<file path="src/sv/id_slot_table_oldest_replace_macros.svh">
// ----------------------------------------------------------------------------
// Assertion macros for the identifier slot table
// Concurrent checks clocked on clk_i, disabled while rst_ni is low.
// ----------------------------------------------------------------------------
`ifndef ID_SLOT_TABLE_OLDEST_REPLACE_MACROS_SVH
`define ID_SLOT_TABLE_OLDEST_REPLACE_MACROS_SVH

`ifndef SYNTHESIS

// property that must hold in the same cycle as its antecedent
`define ISTOR_ASSERT_NOW(lbl, ante, cons, msg) \
  lbl: assert property (@(posedge clk_i) disable iff (!rst_ni) (ante) |-> (cons)) \
    else $error(msg);

// property that must hold in the cycle after its antecedent
`define ISTOR_ASSERT_NEXT(lbl, ante, cons, msg) \
  lbl: assert property (@(posedge clk_i) disable iff (!rst_ni) (ante) |=> (cons)) \
    else $error(msg);

`else

`define ISTOR_ASSERT_NOW(lbl, ante, cons, msg)
`define ISTOR_ASSERT_NEXT(lbl, ante, cons, msg)

`endif

`endif

</file>
<file path="src/sv/istor_pkg.sv">
// ----------------------------------------------------------------------------
// istor_pkg
// Shared types and constants of the identifier slot table.
// ----------------------------------------------------------------------------
package istor_pkg;

  localparam int SlotsDef = 20;
  localparam int IdW      = 32;
  localparam int TimeW    = 31;
  localparam int SlotW    = 5;
  localparam int OutcomeW = 2;

  typedef enum logic [OutcomeW-1:0] {
    OUT_MATCH  = 2'd0,
    OUT_EMPTY  = 2'd1,
    OUT_OLDEST = 2'd2
  } outcome_e;

  typedef enum logic [2:0] {
    ST_IDLE,
    ST_SCAN,
    ST_DRAIN,
    ST_WRITE,
    ST_HOLD
  } state_e;

  // controller to datapath
  typedef struct packed {
    logic start;   // capture request, clear trackers
    logic scan;    // read one slot, advance address
    logic write;   // write back chosen slot
    logic load;    // load result register
  } cmd_t;

  // datapath to controller
  typedef struct packed {
    logic scan_last;
  } sts_t;

endpackage

</file>
<file path="src/sv/istor_ctrl.sv">
// ----------------------------------------------------------------------------
// istor_ctrl
// Sequencer: scan, drain, write-back and result hand-off.
// ----------------------------------------------------------------------------
module istor_ctrl import istor_pkg::*; (
  input  logic clk_i,
  input  logic rst_ni,
  input  logic in_valid_i,
  output logic in_stall_o,
  output logic out_valid_o,
  input  logic out_stall_i,
  input  sts_t sts_i,
  output cmd_t cmd_o
);

  state_e state_q, state_d;
  logic   out_valid_q, out_valid_d;
  logic   out_free;

  assign out_free   = !out_valid_q || !out_stall_i;
  assign in_stall_o = (state_q != ST_IDLE);

  always_ff @(posedge clk_i or negedge rst_ni) begin
    if (!rst_ni) begin
      state_q     <= ST_IDLE;
      out_valid_q <= 1'b0;
    end else begin
      state_q     <= state_d;
      out_valid_q <= out_valid_d;
    end
  end

  always_comb begin
    state_d = state_q;
    cmd_o   = '0;
    case (state_q)
      ST_IDLE: begin
        if (in_valid_i) begin
          cmd_o.start = 1'b1;
          state_d     = ST_SCAN;
        end
      end
      ST_SCAN: begin
        cmd_o.scan = 1'b1;
        if (sts_i.scan_last) begin
          state_d = ST_DRAIN;
        end
      end
      ST_DRAIN: begin
        // last slot read is evaluated here
        state_d = ST_WRITE;
      end
      ST_WRITE: begin
        cmd_o.write = 1'b1;
        if (out_free) begin
          cmd_o.load = 1'b1;
          state_d    = ST_IDLE;
        end else begin
          state_d = ST_HOLD;
        end
      end
      ST_HOLD: begin
        if (out_free) begin
          cmd_o.load = 1'b1;
          state_d    = ST_IDLE;
        end
      end
      default: begin
        state_d = ST_IDLE;
      end
    endcase

    if (cmd_o.load) begin
      out_valid_d = 1'b1;
    end else if (!out_stall_i) begin
      out_valid_d = 1'b0;
    end else begin
      out_valid_d = out_valid_q;
    end
  end

  assign out_valid_o = out_valid_q;

endmodule

</file>
<file path="src/sv/istor_dp.sv">
// ----------------------------------------------------------------------------
// istor_dp
// Slot memories, scan trackers, slot choice and result register.
// ----------------------------------------------------------------------------
module istor_dp import istor_pkg::*; #(
  parameter int SLOTS = SlotsDef
) (
  input  logic               clk_i,
  input  logic               rst_ni,
  input  cmd_t               cmd_i,
  output sts_t               sts_o,
  input  logic [IdW-1:0]     ident_i,
  input  logic [TimeW-1:0]   now_seconds_i,
  output logic [SlotW-1:0]   slot_o,
  output logic [OutcomeW-1:0] outcome_o
);

  localparam int IdxW = $clog2(SLOTS);

  logic [IdW-1:0]   ids_mem   [SLOTS];
  logic [TimeW-1:0] times_mem [SLOTS];
  logic [SLOTS-1:0] valid_q;

  logic [IdW-1:0]   ident_q;
  logic [TimeW-1:0] now_q;
  logic [IdxW-1:0]  addr_q;

  logic [IdW-1:0]   rd_id_q;
  logic [TimeW-1:0] rd_time_q;
  logic             rd_vld_q;
  logic             eval_en_q;
  logic [IdxW-1:0]  eval_idx_q;

  logic             match_found_q, empty_found_q;
  logic [IdxW-1:0]  match_idx_q, empty_idx_q, pick_q;
  logic [TimeW-1:0] least_q;

  logic [IdW-1:0]   eff_id;
  logic [TimeW-1:0] eff_time;
  logic [IdxW-1:0]  sel_idx;
  outcome_e         sel_outcome;

  logic [SlotW-1:0]    slot_q;
  logic [OutcomeW-1:0] outcome_q;

  assign sts_o.scan_last = (addr_q == IdxW'(SLOTS - 1));

  // table memories, one read or one write a cycle
  always_ff @(posedge clk_i) begin
    if (cmd_i.write) begin
      ids_mem[sel_idx]   <= ident_q;
      times_mem[sel_idx] <= now_q;
    end
    if (cmd_i.scan) begin
      rd_id_q   <= ids_mem[addr_q];
      rd_time_q <= times_mem[addr_q];
    end
  end

  // entries never written read as empty, time zero
  always_ff @(posedge clk_i or negedge rst_ni) begin
    if (!rst_ni) begin
      valid_q   <= '0;
      rd_vld_q  <= 1'b0;
      eval_en_q <= 1'b0;
    end else begin
      if (cmd_i.write) begin
        valid_q[sel_idx] <= 1'b1;
      end
      if (cmd_i.scan) begin
        rd_vld_q <= valid_q[addr_q];
      end
      eval_en_q <= cmd_i.scan;
    end
  end

  always_ff @(posedge clk_i) begin
    if (cmd_i.start) begin
      ident_q <= ident_i;
      now_q   <= now_seconds_i;
      addr_q  <= '0;
    end else if (cmd_i.scan) begin
      addr_q <= addr_q + IdxW'(1);
    end
    if (cmd_i.scan) begin
      eval_idx_q <= addr_q;
    end
  end

  assign eff_id   = rd_vld_q ? rd_id_q : '0;
  assign eff_time = rd_vld_q ? rd_time_q : '0;

  // all three passes tracked in one sweep; lowest slot wins each
  always_ff @(posedge clk_i) begin
    if (cmd_i.start) begin
      match_found_q <= 1'b0;
      empty_found_q <= 1'b0;
      match_idx_q   <= '0;
      empty_idx_q   <= '0;
      pick_q        <= '0;
      least_q       <= '1;
    end else if (eval_en_q) begin
      if (!match_found_q && (eff_id == ident_q)) begin
        match_found_q <= 1'b1;
        match_idx_q   <= eval_idx_q;
      end
      if (!empty_found_q && (eff_id == '0)) begin
        empty_found_q <= 1'b1;
        empty_idx_q   <= eval_idx_q;
      end
      if (eff_time < least_q) begin
        least_q <= eff_time;
        pick_q  <= eval_idx_q;
      end
    end
  end

  always_comb begin
    if (match_found_q) begin
      sel_idx     = match_idx_q;
      sel_outcome = OUT_MATCH;
    end else if (empty_found_q) begin
      sel_idx     = empty_idx_q;
      sel_outcome = OUT_EMPTY;
    end else begin
      sel_idx     = pick_q;
      sel_outcome = OUT_OLDEST;
    end
  end

  always_ff @(posedge clk_i) begin
    if (cmd_i.load) begin
      slot_q    <= SlotW'(sel_idx);
      outcome_q <= sel_outcome;
    end
  end

  assign slot_o    = slot_q;
  assign outcome_o = outcome_q;

endmodule

</file>
<file path="src/sv/id_slot_table_oldest_replace.sv">
// Identifier slot table: each request carries an identifier and the time in seconds and is
// recorded in the lowest slot holding the same identifier, else the lowest empty slot, else
// the lowest slot with the smallest timestamp (slot 0 if every timestamp is at its maximum).
// The result gives the slot written and how it was chosen. One slot is read per cycle from
// the table memory, then a drain state evaluates the last read and a write state writes the
// slot back. The result waits in an output register, so the next request is taken while it
// is still pending. Reset empties the table at once through per-slot valid bits.
// ----------------------------------------------------------------------------
// id_slot_table_oldest_replace
// Top level: sequencer plus slot table datapath.
// ----------------------------------------------------------------------------
`include "id_slot_table_oldest_replace_macros.svh"

module id_slot_table_oldest_replace import istor_pkg::*; #(
  parameter int SLOTS = SlotsDef
) (
  input  logic                clk_i,
  input  logic                rst_ni,
  input  logic                in_valid_i,
  output logic                in_stall_o,
  input  logic [IdW-1:0]      ident_i,
  input  logic [TimeW-1:0]    now_seconds_i,
  output logic                out_valid_o,
  input  logic                out_stall_i,
  output logic [SlotW-1:0]    slot_o,
  output logic [OutcomeW-1:0] outcome_o
);

  cmd_t cmd;
  sts_t sts;

  istor_ctrl u_ctrl (
    .clk_i       (clk_i),
    .rst_ni      (rst_ni),
    .in_valid_i  (in_valid_i),
    .in_stall_o  (in_stall_o),
    .out_valid_o (out_valid_o),
    .out_stall_i (out_stall_i),
    .sts_i       (sts),
    .cmd_o       (cmd)
  );

  istor_dp #(
    .SLOTS (SLOTS)
  ) u_dp (
    .clk_i         (clk_i),
    .rst_ni        (rst_ni),
    .cmd_i         (cmd),
    .sts_o         (sts),
    .ident_i       (ident_i),
    .now_seconds_i (now_seconds_i),
    .slot_o        (slot_o),
    .outcome_o     (outcome_o)
  );

  `ISTOR_ASSERT_NEXT(a_start_scans, cmd.start, cmd.scan && in_stall_o, "scan did not follow accept")
  `ISTOR_ASSERT_NOW(a_outcome_code, out_valid_o, outcome_o <= OUT_OLDEST, "bad outcome code")
  `ISTOR_ASSERT_NOW(a_slot_range, out_valid_o && (SLOTS <= 32), 32'(slot_o) < SLOTS, "slot out of range")
  `ISTOR_ASSERT_NOW(a_load_free, cmd.load && out_valid_o, !out_stall_i, "result overwritten")

endmodule

</file>
<file path="config.mk">
export PLATFORM = sky130hd
export DESIGN_NAME = id_slot_table_oldest_replace
export DESIGN_NICKNAME = d
export VERILOG_FILES = /design/src/sv/istor_pkg.sv /design/src/sv/istor_ctrl.sv /design/src/sv/istor_dp.sv /design/src/sv/id_slot_table_oldest_replace.sv
export VERILOG_INCLUDE_DIRS = /design/src /design/src/sv
export SDC_FILE = /design/constraint.sdc
export NUM_CORES = 2
export LEC_CHECK = 0
export BUFFER_PORTS_ARGS = -buffer_cell sky130_fd_sc_hd__buf_2
export CAP_MARGIN = 20
export CORE_MARGIN = 1
export CORE_UTILIZATION = 51
export DETAILED_ROUTE_END_ITERATION = 10
export GPL_TIMING_DRIVEN = 0
export PLACE_DENSITY = 0.67
export SLEW_MARGIN = 10
export SYNTH_ARGS = -nofsm -noshare
export SYNTH_HDL_FRONTEND = slang
export SYNTH_SLANG_ARGS = --single-unit
</file>
<file path="constraint.sdc">
create_clock -name clk_i -period 5.3 [get_ports clk_i]
set_input_delay 1.06 -clock clk_i [delete_from_list [all_inputs] [get_ports clk_i]]
set_output_delay 1.06 -clock clk_i [all_outputs]
set_load 0.02 [all_outputs]
</file>
==> results.cfg <==
[synth]
ys_seq_elements = 1477
syn_nets = 2652
postSynthAreaPerCell_um2 = 22.2
synthCells = 2554
netlist.area_leader.share_pct = 73.9
yosysTopAreaCell = edfxtp_1
syn_area_um2 = 56800
synth_cell_type_count = 54
ys_warn_count = 0
synthFlopType = edfxtp_1
async_flop_share_pct = 1.76
ys_seq_area_share_pct = 76.9
synth_edf_count = 1398
synth_area_leaders = edfxtp_1 (74%), mux4_2 (15%), dfxtp_1 (1.9%), mux2_2 (1.3%), dfrtp_1 (1.1%)

[worst_setup_path]
path_buf_inv = 6
crit_start = u_dp.rd_vld_q
end_kind = flip-flop
r2r_cells = 14
slowest_delay_ns = 0.68
cp_slowest_cell = clkbuf_1
cp.arrival_ns = 5.18
r2r-start = u_dp.rd_vld_q
crit_family = buffers and inverters
crit_path_max_fanout = 10
required_ns = 5.96
worstSetupStartpointType = flip-flop
cpMostUsedCell = buf_2
r2r_setup_slack_ns = 0.78
worst-setup-path-type = reg -> reg
reg2reg_to = u_dp.pick_q[1]
worstPathCellList = buf_2, buf_2, clkbuf_1, clkbuf_1, and2_1, ha_1, nand4_1, nor4_1, a22oi_1, o2111ai_1, a41o_1, buf_2, buf_2, mux2i_1

[global_routing]
grt_pass1_wl_um = 193000
grt_pass1_vias = 28200
grt_util_all_layers_pct = 24.0
grt_max_degree = 44
overflow = 0
grt_antenna_before_repair = 4

[route]
dr.pass1.iters = 11
routed_wl_um = 132000
wl_per_cell_um = 29.5
viasPerCell = 6.11
num_vias = 27300
ant_nets = 0
drt-initial-drc-count = 3304
drc = 2

[pwr]
internal_power_uw = 24100
switching_power_uw = 9510
pwr-share-comb_pct = 26.0
power.share.clock_pct = 31.3
power_density_nw_per_um2 = 512
pwr-share-seq_pct = 42.6
power.leakage_uw = 0.0212
peakVddDrop_mv = 0.334
swShare_pct = 28.3

[placed_design]
io_buffers = 75
dpl.hpwl_um = 84100
dp_cells = 4185
gp_congestion = 0.843

[clock_network]
post_cts_resize_count = 0
cts_hold_buf = 0
clkTransAtPathRegs_ns = 0.06
insertion_delay_ns = 0.75
cts.htree.levels = 4
clockBufferDepth = 3
cts_tree = done
numClockSinks = 1477
cts_buffers = 152
postCtsSetupRepairBufs = 0
cts_root_buf = clkbuf_16

[die]
die_h_um = 336
coreArea_um2 = 111000
initial_utilization_pct = 51.4
rows = 122
die_x_um = 336
ios = 76
die_area_um2 = 113000

[timing]
fin_crit_sh_pct = 85.2
setup-violations-final = 0
skew_ns = 0.0328
slew_violations = 0
rsz0062_at_grt = false
holdWs_ns = 0.338
fmax_mhz = 221
post-route-min-period_ns = 4.52
hold_violations = 0
tightest_slew_ns = 1.13
slew_headroom_pct = 24.5

[hold_path]
hold_path.class = in -> async

[finish]
fin_nets = 2953
stdcell_count = 4465
final_cell_mix = edfxtp_1 (1398), mux4_2 (383), clkbuf_16 (157)
final_common_cell = edfxtp_1
final_layout_size_suffix_gt1_share_pct = 30.4
syn2layout_area_growth_pct = 15.8

[outcome]
violations = design-rule violations
status = finished, violations left

[run]
drv_cap = 0
[worst register-to-register path, stage by stage (launching register included)]
cell and delay, ns:
dfrtp_1 0.44, buf_2 0.25, buf_2 0.37, clkbuf_1 0.68, clkbuf_1 0.34, and2_1 0.24, ha_1 0.20, nand4_1 0.14
nor4_1 0.47, a22oi_1 0.14, o2111ai_1 0.16, a41o_1 0.12, buf_2 0.27, buf_2 0.36, mux2i_1 0.27
[logic make-up after synthesis]
family,after synthesis,synth area share (%)
xor gates and xnor gates,13,0.200
adders and majority gates,31,0.683
and+or+nand+nor,277,2.38
AOI/OAI and AO/OA,89,1.04
buffers and inverters,172,1.46
DFF,1477,76.9
muxes,495,17.3
[power by group through the flow]
| stage | combinational (uW) | sequential (uW) | clock, uW |
|---|---|---|---|
| detailed placement | 8780 | 14500 | 0 |
| global route | 9320 | 14400 | 11200 |
| floorplan | 6240 | 14300 | 0 |
| global placement | 8480 | 14500 | 0 |
| finish | 8760 | 14300 | 10500 |
| CTS | 8860 | 14300 | 10700 |
[area by class of cell]
cell class                      instances  area (um2)
Fill cell                            7703       44800
Sequential cell                      1477       43700
Multi-Input combinational cell        905       12400
Clock buffer                          192        4060
Timing Repair Buffer                  147        2010
Tap cell                             1488        1860
Clock inverter                         82         851
Buffer                                120         642
Inverter                               52         195
Antenna cell                            2        5.00
[synth_stat cells, drive strengths merged (30+ instances only)]
library cell,count
and2,30
buf,52
clkbuf,68
dfxtp,53
edfxtp,1398
ha,31
inv,52
mux2,64
mux2i,48
mux4,383
nand2,38
nor2,112
[flip-flops by register name (all words and copies together) (netlist names), 20 cells and up]
register	cells
u_dp.now_q	31
u_dp.least_q	31
u_dp.rd_time_q	31
u_dp.times_mem	620
u_dp.valid_q	20
u_dp.rd_id_q	32
u_dp.ids_mem	640
u_dp.ident_q	32
[how the worst max path moves through the flow]
stage	end	cells after the start
4_1_cts	u_dp.pick_q[1]	14
3_5_place_dp	u_dp.pick_q[1]	14
3_3_place_gp	u_dp.valid_q[9]	6
6_report	u_dp.pick_q[1]	14
5_1_grt	u_dp.least_q[22]	14
2_1_floorplan	u_dp.ids_mem[5][0]	5
[routing by layer]
metal  track usage (%)  part of all wire (%)  vias to the layer above
li1                  -                     -                    11300
met1              34.0                    40                    14500
met2              38.3                    49                     1299
met3              4.27                   8.2                      225
met4              7.32                   2.6                        2
met5                 0                0.0099                        -
[stage by stage]
| stage | worst slack (ns) | total power, uW | util [%] | area, um2 | TNS (ns) |
|---|---|---|---|---|---|
| after floorplan | 0.739 | 20500 | - | 56800 | 0 |
| after global placement | -3.46 | 23000 | 53.4 | 59000 | -3709.96 |
| after detailed placement | 0.974 | 23300 | 55.0 | 60800 | 0 |
| after CTS | 0.947 | 33900 | 59.4 | 65700 | 0 |
| after global routing | 0.632 | 34900 | 59.5 | 65700 | 0 |
| final | 0.783 | 33600 | 59.5 | 65700 | 0 |
Power figures use the tool's default switching activity.
